$ cat src/rtl/chmh_pkg.sv
package chmh_pkg;

  // Key layout, most significant first: cost, position, progress, direction.
  localparam int unsigned CostW   = 16;
  localparam int unsigned PosW    = 8;
  localparam int unsigned ProgW   = 16;
  localparam int unsigned DirW    = 3;
  localparam int unsigned DirLsb  = 0;
  localparam int unsigned ProgLsb = DirLsb + DirW;
  localparam int unsigned PosLsb  = ProgLsb + ProgW;
  localparam int unsigned CostLsb = PosLsb + PosW;
  localparam int unsigned KeyW    = CostLsb + CostW;

  // Payload layout: parent link, box, task.
  localparam int unsigned LinkW   = 16;
  localparam int unsigned BoxW    = 8;
  localparam int unsigned TaskW   = 8;
  localparam int unsigned TaskLsb = 0;
  localparam int unsigned BoxLsb  = TaskLsb + TaskW;
  localparam int unsigned LinkLsb = BoxLsb + BoxW;
  localparam int unsigned PayW    = LinkLsb + LinkW;

  localparam int unsigned OccW     = 12;
  localparam int unsigned AddrMaxW = 16;

  typedef enum logic [1:0] {
    FuncPush  = 2'd0,
    FuncPop   = 2'd1,
    FuncClear = 2'd2,
    FuncNop   = 2'd3
  } func_e;

  typedef enum logic [1:0] {
    StatOk    = 2'd0,
    StatFull  = 2'd1,
    StatEmpty = 2'd2
  } status_e;

  typedef enum logic [2:0] {
    StIdle,
    StPushCmp,
    StPushWr,
    StPopLoad,
    StPopCmp,
    StPopWr,
    StDone
  } ctrl_state_e;

  typedef struct packed {
    logic [KeyW-1:0] key;
    logic [PayW-1:0] pay;
  } node_t;

  typedef struct packed {
    logic                we;
    logic [AddrMaxW-1:0] waddr;
    node_t               wdata;
    logic                re;
    logic [AddrMaxW-1:0] raddr_a;
    logic [AddrMaxW-1:0] raddr_b;
  } ram_req_t;

  typedef struct packed {
    status_e         status;
    node_t           node;
    logic [OccW-1:0] occupancy;
  } result_t;

endpackage

$ cat src/rtl/chmh_ctrl.sv
// Sift sequencer: walks the heap one level per cycle through the node memory.
module chmh_ctrl #(
  parameter int unsigned HEAP_DEPTH = 2048
) (
  input  logic               clk_i,
  input  logic               rst_ni,
  input  logic               in_valid_i,
  output logic               in_stall_o,
  input  logic [1:0]         func_i,
  input  chmh_pkg::node_t    node_i,
  output logic               res_valid_o,
  input  logic               res_ready_i,
  output chmh_pkg::result_t  res_o,
  output chmh_pkg::ram_req_t ram_req_o,
  input  chmh_pkg::node_t    rd_a_i,
  input  chmh_pkg::node_t    rd_b_i
);

  localparam int unsigned IW = $clog2(HEAP_DEPTH);
  localparam int unsigned CW = $clog2(HEAP_DEPTH + 1);
  localparam int unsigned LW = IW + 2;
  localparam int unsigned AW = chmh_pkg::AddrMaxW;

  chmh_pkg::ctrl_state_e state_q, state_d;
  logic [IW-1:0]         idx_q, idx_d;
  logic [CW-1:0]         cnt_q, cnt_d;
  chmh_pkg::node_t       node_q, node_d;
  chmh_pkg::node_t       onode_q, onode_d;
  chmh_pkg::status_e     status_q, status_d;

  logic [CW-1:0] cnt_m1;
  logic [CW-1:0] cnt_par;
  logic [IW-1:0] idx_par;
  logic [IW-1:0] idx_par_par;
  logic [LW-1:0] l_cur, r_cur, l_nxt;
  logic [IW-1:0] s_idx;
  logic          r_in, lt_rl, lt_lk, lt_rk, lt_nk, sel_r, move_dn;
  logic [31:0]   occ_ext;

  assign cnt_m1      = cnt_q - 1'b1;
  assign cnt_par     = cnt_m1 >> 1;
  assign idx_par     = (idx_q - 1'b1) >> 1;
  assign idx_par_par = (idx_par - 1'b1) >> 1;

  // Children of the hole, and the four key compares done side by side.
  assign l_cur   = {1'b0, idx_q, 1'b1};
  assign r_cur   = l_cur + 1'b1;
  assign r_in    = r_cur < LW'(cnt_q);
  assign lt_rl   = rd_b_i.key < rd_a_i.key;
  assign lt_lk   = rd_a_i.key < node_q.key;
  assign lt_rk   = rd_b_i.key < node_q.key;
  assign lt_nk   = node_q.key < rd_a_i.key;
  assign sel_r   = r_in && lt_rl;
  assign move_dn = sel_r ? lt_rk : lt_lk;
  assign s_idx   = sel_r ? r_cur[IW-1:0] : l_cur[IW-1:0];
  assign l_nxt   = {1'b0, s_idx, 1'b1};

  always_ff @(posedge clk_i or negedge rst_ni) begin
    if (!rst_ni) begin
      state_q <= chmh_pkg::StIdle;
      cnt_q   <= '0;
    end else begin
      state_q <= state_d;
      cnt_q   <= cnt_d;
    end
  end

  always_ff @(posedge clk_i) begin
    idx_q    <= idx_d;
    node_q   <= node_d;
    onode_q  <= onode_d;
    status_q <= status_d;
  end

  always_comb begin
    state_d   = state_q;
    idx_d     = idx_q;
    cnt_d     = cnt_q;
    node_d    = node_q;
    onode_d   = onode_q;
    status_d  = status_q;
    ram_req_o = '0;
    unique case (state_q)
      chmh_pkg::StIdle: begin
        if (in_valid_i) begin
          status_d = chmh_pkg::StatOk;
          onode_d  = '0;
          unique case (chmh_pkg::func_e'(func_i))
            chmh_pkg::FuncPush: begin
              if (cnt_q == CW'(HEAP_DEPTH)) begin
                status_d = chmh_pkg::StatFull;
                state_d  = chmh_pkg::StDone;
              end else begin
                node_d = node_i;
                idx_d  = cnt_q[IW-1:0];
                cnt_d  = cnt_q + 1'b1;
                if (cnt_q == '0) begin
                  state_d = chmh_pkg::StPushWr;
                end else begin
                  ram_req_o.re      = 1'b1;
                  ram_req_o.raddr_a = AW'(cnt_par);
                  state_d           = chmh_pkg::StPushCmp;
                end
              end
            end
            chmh_pkg::FuncPop: begin
              if (cnt_q == '0) begin
                status_d = chmh_pkg::StatEmpty;
                state_d  = chmh_pkg::StDone;
              end else begin
                ram_req_o.re      = 1'b1;
                ram_req_o.raddr_a = '0;
                ram_req_o.raddr_b = AW'(cnt_m1);
                cnt_d             = cnt_m1;
                state_d           = chmh_pkg::StPopLoad;
              end
            end
            chmh_pkg::FuncClear: begin
              cnt_d   = '0;
              state_d = chmh_pkg::StDone;
            end
            chmh_pkg::FuncNop: begin
              state_d = chmh_pkg::StDone;
            end
            default: state_d = chmh_pkg::StDone;
          endcase
        end
      end
      chmh_pkg::StPushCmp: begin
        ram_req_o.we    = 1'b1;
        ram_req_o.waddr = AW'(idx_q);
        if (lt_nk) begin
          // The parent moves down into the hole; continue one level up.
          ram_req_o.wdata = rd_a_i;
          idx_d           = idx_par;
          if (idx_par == '0) begin
            state_d = chmh_pkg::StPushWr;
          end else begin
            ram_req_o.re      = 1'b1;
            ram_req_o.raddr_a = AW'(idx_par_par);
          end
        end else begin
          ram_req_o.wdata = node_q;
          state_d         = chmh_pkg::StDone;
        end
      end
      chmh_pkg::StPushWr, chmh_pkg::StPopWr: begin
        ram_req_o.we    = 1'b1;
        ram_req_o.waddr = AW'(idx_q);
        ram_req_o.wdata = node_q;
        state_d         = chmh_pkg::StDone;
      end
      chmh_pkg::StPopLoad: begin
        onode_d = rd_a_i;
        node_d  = rd_b_i;
        idx_d   = '0;
        if (cnt_q == '0) begin
          state_d = chmh_pkg::StDone;
        end else if (cnt_q > CW'(1)) begin
          ram_req_o.re      = 1'b1;
          ram_req_o.raddr_a = AW'(1);
          ram_req_o.raddr_b = AW'(2);
          state_d           = chmh_pkg::StPopCmp;
        end else begin
          state_d = chmh_pkg::StPopWr;
        end
      end
      chmh_pkg::StPopCmp: begin
        ram_req_o.we    = 1'b1;
        ram_req_o.waddr = AW'(idx_q);
        if (move_dn) begin
          // The smaller child moves up into the hole; continue one level down.
          ram_req_o.wdata = sel_r ? rd_b_i : rd_a_i;
          idx_d           = s_idx;
          if (l_nxt < LW'(cnt_q)) begin
            ram_req_o.re      = 1'b1;
            ram_req_o.raddr_a = AW'(l_nxt);
            ram_req_o.raddr_b = AW'(l_nxt + 1'b1);
          end else begin
            state_d = chmh_pkg::StPopWr;
          end
        end else begin
          ram_req_o.wdata = node_q;
          state_d         = chmh_pkg::StDone;
        end
      end
      chmh_pkg::StDone: begin
        if (res_ready_i) begin
          state_d = chmh_pkg::StIdle;
        end
      end
      default: state_d = chmh_pkg::StIdle;
    endcase
  end

  assign occ_ext          = 32'(cnt_q);
  assign res_o.status     = status_q;
  assign res_o.node       = onode_q;
  assign res_o.occupancy  = occ_ext[chmh_pkg::OccW-1:0];
  assign res_valid_o      = (state_q == chmh_pkg::StDone);
  assign in_stall_o       = (state_q != chmh_pkg::StIdle);

`ifndef SYNTHESIS
  a_cnt_bound: assert property (@(posedge clk_i) disable iff (!rst_ni)
    cnt_q <= CW'(HEAP_DEPTH))
    else $error("heap count exceeds depth");

  a_wr_in_range: assert property (@(posedge clk_i) disable iff (!rst_ni)
    ram_req_o.we |-> (LW'(ram_req_o.waddr[IW-1:0]) < LW'(cnt_q)))
    else $error("memory write outside occupied slots");

  a_idle_quiet: assert property (@(posedge clk_i) disable iff (!rst_ni)
    state_q == chmh_pkg::StIdle |-> !ram_req_o.we)
    else $error("memory write while idle");

  a_pop_count: assert property (@(posedge clk_i) disable iff (!rst_ni)
    (state_q == chmh_pkg::StIdle) && in_valid_i && (func_i == chmh_pkg::FuncPop)
      && (cnt_q != '0)
    |=> cnt_q == ($past(cnt_q) - 1'b1))
    else $error("pop did not remove exactly one node");
`endif

endmodule
$ cat config.mk
export PLATFORM = sky130hd
export DESIGN_NAME = chmh_ctrl
export DESIGN_NICKNAME = d
export VERILOG_FILES = /design/src/rtl/chmh_pkg.sv /design/src/rtl/chmh_ctrl.sv
export SDC_FILE = /design/constraint.sdc
export NUM_CORES = 1
export LEC_CHECK = 0
export BUFFER_PORTS_ARGS = -buffer_cell sky130_fd_sc_hd__buf_2
export CAP_MARGIN = 20
export CORE_AREA = 2 2 176 178
export CTS_BUF_LIST = sky130_fd_sc_hd__clkbuf_4 sky130_fd_sc_hd__clkbuf_8 sky130_fd_sc_hd__clkbuf_16
export CTS_CLUSTER_DIAMETER = 30
export CTS_CLUSTER_SIZE = 8
export DETAILED_ROUTE_END_ITERATION = 12
export DIE_AREA = 0 0 178 180
export PLACE_DENSITY = 0.84
export SLEW_MARGIN = 20
export SYNTH_ARGS = -nofsm -noshare
export SYNTH_HDL_FRONTEND = slang
export SYNTH_SLANG_ARGS = --single-unit
export TNS_END_PERCENT = 100
$ cat constraint.sdc
create_clock -name clk_i -period 8 [get_ports clk_i]
set_clock_uncertainty 0.2 [all_clocks]
set_input_delay 0.8 -clock clk_i [delete_from_list [all_inputs] [get_ports clk_i]]
set_output_delay 0.8 -clock clk_i [all_outputs]
set_load 0.03 [all_outputs]
==> flow_metrics.py <==
metrics = {
    "layout": {
        "area_growth_pct": 21.3,
        "finish.utilization_pct": 56.4,
        "final_common_cell": "buf_2",
        "filler_cell_count": 2633,
        "final_cell_mix": "buf_2 (434), edfxtp_1 (163), ha_1 (161)",
        "design_area_mm2": 0.0170,
        "drive_gt1_share_pct": 30.9,
        "nets": 2211,
    },
    "yosys": {
        "avgSynthCellArea_um2": 9.76,
        "synth_top_cell_area_share_pct": 34.9,
        "mappedNetlistArea_mm2": 0.0140,
        "synth_edf_count": 163,
        "synthArstFlopShare_pct": 8.43,
        "synth_area_leaders": "edfxtp_1 (35%), ha_1 (14%), mux2_2 (6.0%)",
        "ys_types": 72,
        "ys_seq_area_share_pct": 37.6,
        "ys_warn_count": 0,
        "synth_top_area_cell": "edfxtp_1",
        "postSynthCellCount": 1437,
        "synth-main-ff-cell": "edfxtp_1",
        "synth_seq_cells": 178,
    },
    "global_route": {
        "grt-ovfl-total": 0,
        "grt_pass1_wl_mm": 75.7,
        "grt_pass1_vias": 13100,
        "grt_usage_pct": 30.8,
        "antenna_found_initial": 4,
        "grt_start_max_net_pins": 76,
    },
    "timing": {
        "setup_violations": 0,
        "tightest_slew_ns": 1.13,
        "relSlewSlack_pct": 24.6,
        "rsz0062_at_grt": "no",
        "hold_slack_ns": 0.0599,
        "period_share_pct": 89.7,
        "maxSlewViolCount": 0,
        "fin_crit_ns": 7.18,
        "finalSetupTns_ns": 0,
        "hold_violations": 0,
        "fmax_ghz": 0.139,
    },
    "floorplanning": {
        "rows": 64,
        "start_util_pct": 46.5,
        "die_y_um": 180,
        "core_area_mm2": 0.0302,
        "pin_count": 447,
        "fp.dieArea_mm2": 0.0320,
        "die_w_um": 178,
    },
    "power_and_ir_drop": {
        "leakage_uw": 0.00797,
        "power_per_cell_area_mw_per_mm2": 362,
        "irDropWorstVdd_uv": 222,
    },
    "place": {
        "gp_congestion": 1.07,
        "placed_cell_area_mm2": 0.0164,
        "place_hpwl_mm": 38.5,
        "io_buffers": 434,
    },
    "run": {
        "maxCapViolCount": 0,
    },
    "worst_hold_path": {
        "hold_path.class": "primary input to async pin",
    },
    "route": {
        "drt-total-wl_mm": 50.7,
        "detail-route-antenna-nets": 0,
        "via_per_inst": 6.08,
        "avgRoutedWirePerCell_um": 22.8,
        "dr.first_iter.drc_count": 1347,
        "vias": 13600,
        "route.detailed.drc": 0,
        "firstDrtPassIters": 5,
    },
    "clock_tree": {
        "cts_tree": "yes",
        "cts_buffers": 17,
        "htree_levels": 4,
        "cts_hold_buffers": 0,
        "clk_root_buffer_cell": "clkbuf_16",
        "clk_path_buf_depth": 2,
        "clk_pin_slew_ns": 0.08,
        "postCtsSetupRepairBufs": 0,
        "cts-resized-gates": 0,
        "cts.sinks": 178,
        "clock_latency_ns": 0.45,
    },
    "outcome": {
        "status": "finished, final reports clean",
    },
    "critical_path": {
        "crit_arrival_ns": 6.18,
        "path_class": "register to primary output",
        "crit_fanout": 27,
        "cp-end-kind": "primary output",
        "cp.required_ns": 7.00,
        "startpoint_type": "register",
    },
}
where the power goes:
part	leakage [µW]	switching (µW)	total, µW	internal (µW)
sequential	0.00170	254	1530	1280
combinational	0.00600	2600	3790	1190
clock	0.000271	407	850	442
area by class of cell:
| cell class | instances | area [µm²] | area share [%] |
|---|---|---|---|
| flip-flops and latches | 178 | 5270 | 31.0 |
| multi-input cells | 1047 | 7940 | 46.7 |
| repair buffers | 444 | 2250 | 13.2 |
| well taps | 396 | 495 | 2.91 |
| inverters | 131 | 494 | 2.90 |
| clock inverters | 12 | 124 | 0.728 |
| diodes | 3 | 7.51 | 0.0441 |
| clock buffers | 19 | 440 | 2.59 |
synth_stat cells (all sizes together) (28+ instances only):
cell type and count:
o21ai 50, nand2 60, a21oi 53, xnor2 35, ha 161, buf 42
and3 47, inv 131, nand4 28, a221o 75, nor2 148, nor2b 41
mux2 75, edfxtp 163, clkbuf 50
final timing paths:
path | start | to | slack (ns) | cells past startpoint
min in group clk_i | node_i[48] | node_q[48]$_DFFE_PP_ | 0.45 | 2
setup reg to reg | idx_q[1]$_DFFE_PP_ | state_q[2]$_DFFE_PN0P_ | 2.24 | 26
max in group asynchronous | rst_ni | state_q[2]$_DFFE_PN0P_ | 7.26 | 1
hold reg to reg | cnt_q[1]$_DFFE_PN0P_ | cnt_q[1]$_DFFE_PN0P_ | 0.51 | 2
setup / recovery | idx_q[1]$_DFFE_PP_ | ram_req_o[25] | 0.82 | 26
hold / removal | rst_ni | state_q[1]$_DFFE_PN0P_ | 0.06 | 1
worst max-delay path: stages (launching register included):
cell and delay, ns:
edfxtp_1 0.55, ha_1 0.27, and3_1 0.33, nand2_1 0.09, nor2_1 0.32, nand3_1 0.15
xnor2_1 0.16, ha_1 0.30, and3_1 0.15, o221ai_1 0.11, o22ai_1 0.20, nor3_2 0.07
and2_4 0.21, inv_4 0.21, nor2_1 0.08, xnor2_1 0.45, inv_1 0.09, ha_1 0.32
a21o_1 0.18, a21o_1 0.18, a21oi_1 0.15, o211ai_1 0.09, nor3_1 0.16, o211ai_1 0.11
buf_4 0.24, o21ai_0 0.30, buf_2 0.26
through the flow:
stage | setup slack [ns] | std cells | power [µW]
final | 0.820 | 2230 | 6170
after global routing | 0.359 | 2229 | 6450
after CTS | 0.928 | 2227 | 6110
after detailed placement | 1.47 | 2196 | 5250
after global placement | 1.51 | 2196 | 5220
after floorplan | 1.71 | 1448 | 4100
cell families (layout without fill, tap and decap cells):
logic type / count (synthesis) / in the layout / share of synthesized area [%]
AOI/OAI and AO/OA: 322 / 322 / 17.1
muxes: 77 / 77 / 6.16
xor gates and xnor gates: 52 / 52 / 3.25
and+or+nand+nor: 423 / 423 / 15.0
adders and majority gates: 161 / 161 / 14.4
DFF: 178 / 178 / 37.6
buffers and inverters: 223 / 606 / 6.57
other: 1 / 15 / 0.0267
metal layers:
metal  global-route usage, %  share of wire [%]  routed length (µm)
met1                    39.7                 40               20200
met2                    50.0                 47               23600
met3                    5.14                8.7                4400
met4                    14.9                4.9                2500
met5                       0              0.037                  19
state kept, by name (all words and copies together) (netlist names):
name and count:
node_q 75, res_o 75, cnt_q 12, idx_q 11, state_q 3, status_q 2
No activity file was read; power rests on OpenSTA's default activity.
